==> config.mk <==
export PLATFORM = sky130hd
export DESIGN_NAME = bltcm_ram
export DESIGN_NICKNAME = d
export VERILOG_FILES = /design/src/rtl/bltcm_ram.sv
export SDC_FILE = /design/constraint.sdc
export NUM_CORES = 1
export LEC_CHECK = 0
export BUFFER_PORTS_ARGS = -buffer_cell sky130_fd_sc_hd__clkbuf_2
export CORE_UTILIZATION = 53
export DETAILED_ROUTE_END_ITERATION = 16
export GPL_ROUTABILITY_DRIVEN = 0
export PLACE_DENSITY = 0.72
export SYNTH_ARGS = -nofsm -noshare
export SYNTH_HDL_FRONTEND = slang
export SYNTH_SLANG_ARGS = --single-unit
==> constraint.sdc <==
create_clock -name clk_i -period 2.8 [get_ports clk_i]
set_input_delay 0.56 -clock clk_i [delete_from_list [all_inputs] [get_ports clk_i]]
set_output_delay 0.56 -clock clk_i [all_outputs]
set_load 0.005 [all_outputs]
==> src/rtl/bltcm_ram.sv <==
// Generic simple dual-port RAM: one write port, one read port with
// registered read data (old data on a same-address write). No dependencies.
module bltcm_ram #(
  parameter int unsigned WIDTH = 8,
  parameter int unsigned DEPTH = 16
) (
  input  logic                     clk_i,
  input  logic                     we_i,
  input  logic [$clog2(DEPTH)-1:0] waddr_i,
  input  logic [WIDTH-1:0]         wdata_i,
  input  logic                     re_i,
  input  logic [$clog2(DEPTH)-1:0] raddr_i,
  output logic [WIDTH-1:0]         rdata_o
);

  logic [WIDTH-1:0] mem_q [DEPTH];
  logic [WIDTH-1:0] rdata_q;

  // Write port
  always_ff @(posedge clk_i) begin
    if (we_i) begin
      mem_q[waddr_i] <= wdata_i;
    end
  end

  // Read port, data held until the next read
  always_ff @(posedge clk_i) begin
    if (re_i) begin
      rdata_q <= mem_q[raddr_i];
    end
  end

  assign rdata_o = rdata_q;

endmodule

## Yosys cells after proc, flatten, opt, wreduce, memory -nomap -nowiden

Memories as Yosys holds them, arrays and structs flattened. A register that Yosys moved wholly into a read port is not among the register bits.
Index checks and enable logic that the tools add are counted.

| cells by class | value |
|---|---|
| mux-type cells | 2 |

Operators by type and width:

| kind | number |
|---|---|
| 1-bit 2-to-1 mux | 2 |

| storage, ports and cells | value |
|---|---|
| bits of input ports | 19 |
| memories | 1 |
| register bits | 0 |
| logic and storage cells | 3 |
| bits in writable memories | 128 |

Memories:

| name | depth | width | rd ports | clocked after memory_dff | write ports | line | text |
|---|---|---|---|---|---|---|---|
| mem_q | 16 | 8 | 1 | 1 | 1 | 16 | `logic [WIDTH-1:0] mem_q [DEPTH];` |

## Longest topological paths before layout

| depth | value |
|---|---|
| depth in word-level cells | 2 |
| gate-level depth with buffers | 5 |
| depth with buffers taken out | 3 |

## Least setup slack after synthesis

Ideal clock, no wire load.

| timing | value |
|---|---|
| path kind | input -> register |
| start point | input waddr_i[2] |
| end point | memory mem_q[0][0] (enable) |
| required time | 2.417 ns |
| path slack | 0.747 ns |
| arrival time | 1.670 ns |
| library setup time | 0.383 ns |
| cell stages on the path | 2 |
| cell sequence | or3b_2 > nor3_1 |

RTL lines:

| element | line | text |
|---|---|---|
| start, declared | 9 | `input logic [$clog2(DEPTH)-1:0] waddr_i,` |
| end, declared | 16 |  |

Straight into the memory's write port.

==> reports/metrics.yaml <==
outcome:
  status: "completed"
worst_setup_path:
  critPathMaxFanout: 32
  worst_setup_path_end_kind: "register"
  startpoint_type: "primary input"
  reg2reg_depth: 3
  path_class: "primary input to register"
  cp_data_arrival_time_ps: 1930
  rrSetupSlack_ps: 1290
  r2r-start: "mem_q[1][2]"
  reg2reg_to: "rdata_o[2]"
  critPathRequiredTime_ps: 3050
final_layout:
  area_growth_pct: 18.8
  fillers: 610
  drive_above_1_share_pct: 31.8
  n_antenna_cell: 0
  nets: 305
global_routing:
  grtUsageMet3_pct: 5.94
  grt_usage_pct: 21.7
  top_usage_layer: "met2"
  grt-ovfl-total: 0
  grt_first_pass_wirelength_mm: 14.9
  grt_use_met2_pct: 33.2
  grt_max_degree: 33
  met1_usage_pct: 30.0
  antenna_found_initial: 0
  first_global_vias: 2511
floorplan:
  die_w_um: 101
  initial_core_util_pct: 55.5
  die_h_um: 101
  die-area_mm2: 0.0103
  num_rows: 35
  io_pins: 27
  fp.coreArea_mm2: 0.00942
synth:
  avgSynthCellArea_um2: 22.8
  yosysWarnings: 0
  synth_adder_area_share_pct: 0
  synth_simple_gate_area_share_pct: 3.14
  ys_seq_area_share_pct: 78.1
  synthMuxAreaShare_pct: 14.8
  synth_compound_area_share_pct: 2.30
  synth_top_family_by_area: "multiplexers"
  synthesis.area_mm2: 0.00523
  ys_ff_latch: 136
  ys_types: 18
  synth-xor-area-share_pct: 0
  synth_fp_nets: 248
  synth_cells: 229
timing:
  hold_viol: 0
  worstMarginPinSlew_ps: 725
  max_freq_mhz: 595
  relSlewSlack_pct: 51.5
  finalCriticalPeriod_ps: 1680
  fin_setup_tns_ps: 0
  finalCritPeriodShare_pct: 60.0
  maxSlewViolCount: 0
  skew_ps: 8.43
  rsz0062_at_grt: "false"
  setup_viol: 0
  worst_slack_ps: 1120
hold_path:
  min_from: "re_i"
  hold_depth: 1
  whs_endpoint: "rdata_o[5]"
  hold_path_class: "primary input to register"
routing:
  dr.pass1.iters: 5
  drt_wl_total_mm: 9.88
  drt-initial-drc-count: 259
  post-route-drc-count: 0
  vias_per_cell: 5.82
  post_drt_wl_per_cell_um: 23.1
  drt.antenna.violating_nets: 0
  vias: 2493
clock_network:
  cts_sinks: 136
  cts_resized: 0
  clk_latency_ps: 510
  clk_path_buf_depth: 2
  cts_root_buf: "clkbuf_8"
  htree_levels: 4
  cts_tree: "built"
  holdBufCountCts: 0
  cts_buffers: 17
  path_clk_slew_ps: 60
  post_cts_buffers: 0
placed_design:
  hpwl_mm: 6.16
  io_buffers: 26
  post-place-ws_ps: 607
flow_run:
  max_cap_violations: 0
pwr:
  p_leak_nw: 2.12
  vdd_drop_max_mv: 0.455
  powerDensity_mw_per_mm2: 762
## placed cells by master, fill, tap and decap left out, types with 2 or more instances in the layout
master,Yosys,final
nand3b_1,2,2
clkinv_4,0,3
bufinv_16,0,4
a22oi_1,16,16
nand2_1,9,9
clkinv_1,0,2
clkbuf_16,0,16
clkbuf_2,0,26
nand2b_1,2,2
clkbuf_1,0,2
clkinvlp_4,0,2
clkinv_2,0,2
nor2_1,13,13
edfxtp_1,136,136
mux4_1,14,14
buf_4,1,21
nor3_1,4,4
mux4_2,18,18
## cell families after synthesis
group                  after synthesis
DFF                                136
buffers and inverters               10
muxes                               32
AOI/OAI and AO/OA                   16
and+or+nand+nor                     35
## worst max-delay path: stages
cell and delay, ps:
clkbuf_2 100, buf_12 250, mux4_1 610, a22oi_1 280, nand2_1 100
## metrics by stage
step | power (W) | area, µm² | hold WS (ps) | util [%] | instances
2_1_floorplan | 0.00246 | 5230 | 659 | - | 229
3_3_place_gp | 0.00255 | 5610 | 740 | 59.6 | 396
3_5_place_dp | 0.00256 | 5610 | 742 | 59.6 | 396
4_1_cts | 0.00476 | 6210 | 442 | 66.0 | 428
5_1_grt | 0.00487 | 6210 | 453 | 66.0 | 428
6_report | 0.00473 | 6210 | 454 | 66.0 | 428
## layout make-up
class                           count  area (µm²)  share of cell area [%]
Clock inverter                     13         179                    2.88
Timing Repair Buffer               48         308                    4.96
Tap cell                          129         161                    2.60
Clock buffer                       19         422                    6.79
Sequential cell                   136        4080                    65.8
Multi-Input combinational cell     83        1060                    17.0
## registers in the layout (all words and copies together), names as in the netlist
name,cells
rdata_o,8
mem_q,128
## where the power goes
part	internal [W]	switching (W)	leakage, nW
logic	0.0000879	0.000119	0.600
registers	0.00229	0.0000128	1.24
clock network	0.00144	0.000781	0.287
total	0.00382	0.000913	2.12
## cells in the mapped netlist
| library cell | number | area (µm²) |
|---|---|---|
| mux4_2 | 18 | 405 |
| and2_1 | 1 | 6.26 |
| edfxtp_1 | 136 | 4080 |
| buf_6 | 3 | 33.8 |
| nand3b_1 | 2 | 15.0 |
| clkdlybuf4s25_2 | 3 | 30.0 |
| nor2b_1 | 1 | 6.26 |
| nand2b_1 | 2 | 12.5 |
| a22oi_1 | 16 | 120 |
| or3b_2 | 1 | 8.76 |
| buf_4 | 1 | 7.51 |
| buf_2 | 3 | 15.0 |
| nand2_1 | 9 | 33.8 |
| nor3_1 | 4 | 20.0 |
| mux4_1 | 14 | 368 |
| and2b_1 | 1 | 7.51 |
| nor2_1 | 13 | 48.8 |
| nand3_1 | 1 | 5.00 |
## worst max path at each step
| stage | startpoint | endpoint | slack (ps) | cells past startpoint |
|---|---|---|---|---|
| 2_1_floorplan | waddr_i[2] | mem_q[0][0] | 750 | 2 |
| 3_3_place_gp | raddr_i[1] | rdata_o[0] | 650 | 5 |
| 3_5_place_dp | raddr_i[0] | rdata_o[2] | 610 | 5 |
| 4_1_cts | raddr_i[0] | rdata_o[2] | 1110 | 5 |
| 5_1_grt | raddr_i[0] | rdata_o[2] | 1070 | 5 |
| 6_report | raddr_i[0] | rdata_o[2] | 1120 | 5 |
## metal layers
layer	up-vias	part of all wire, %
met5	-	0
met4	0	1.5
met3	16	6.6
met2	126	48
met1	1255	43
li1	1096	-
(Power assumes the default switching activity.)
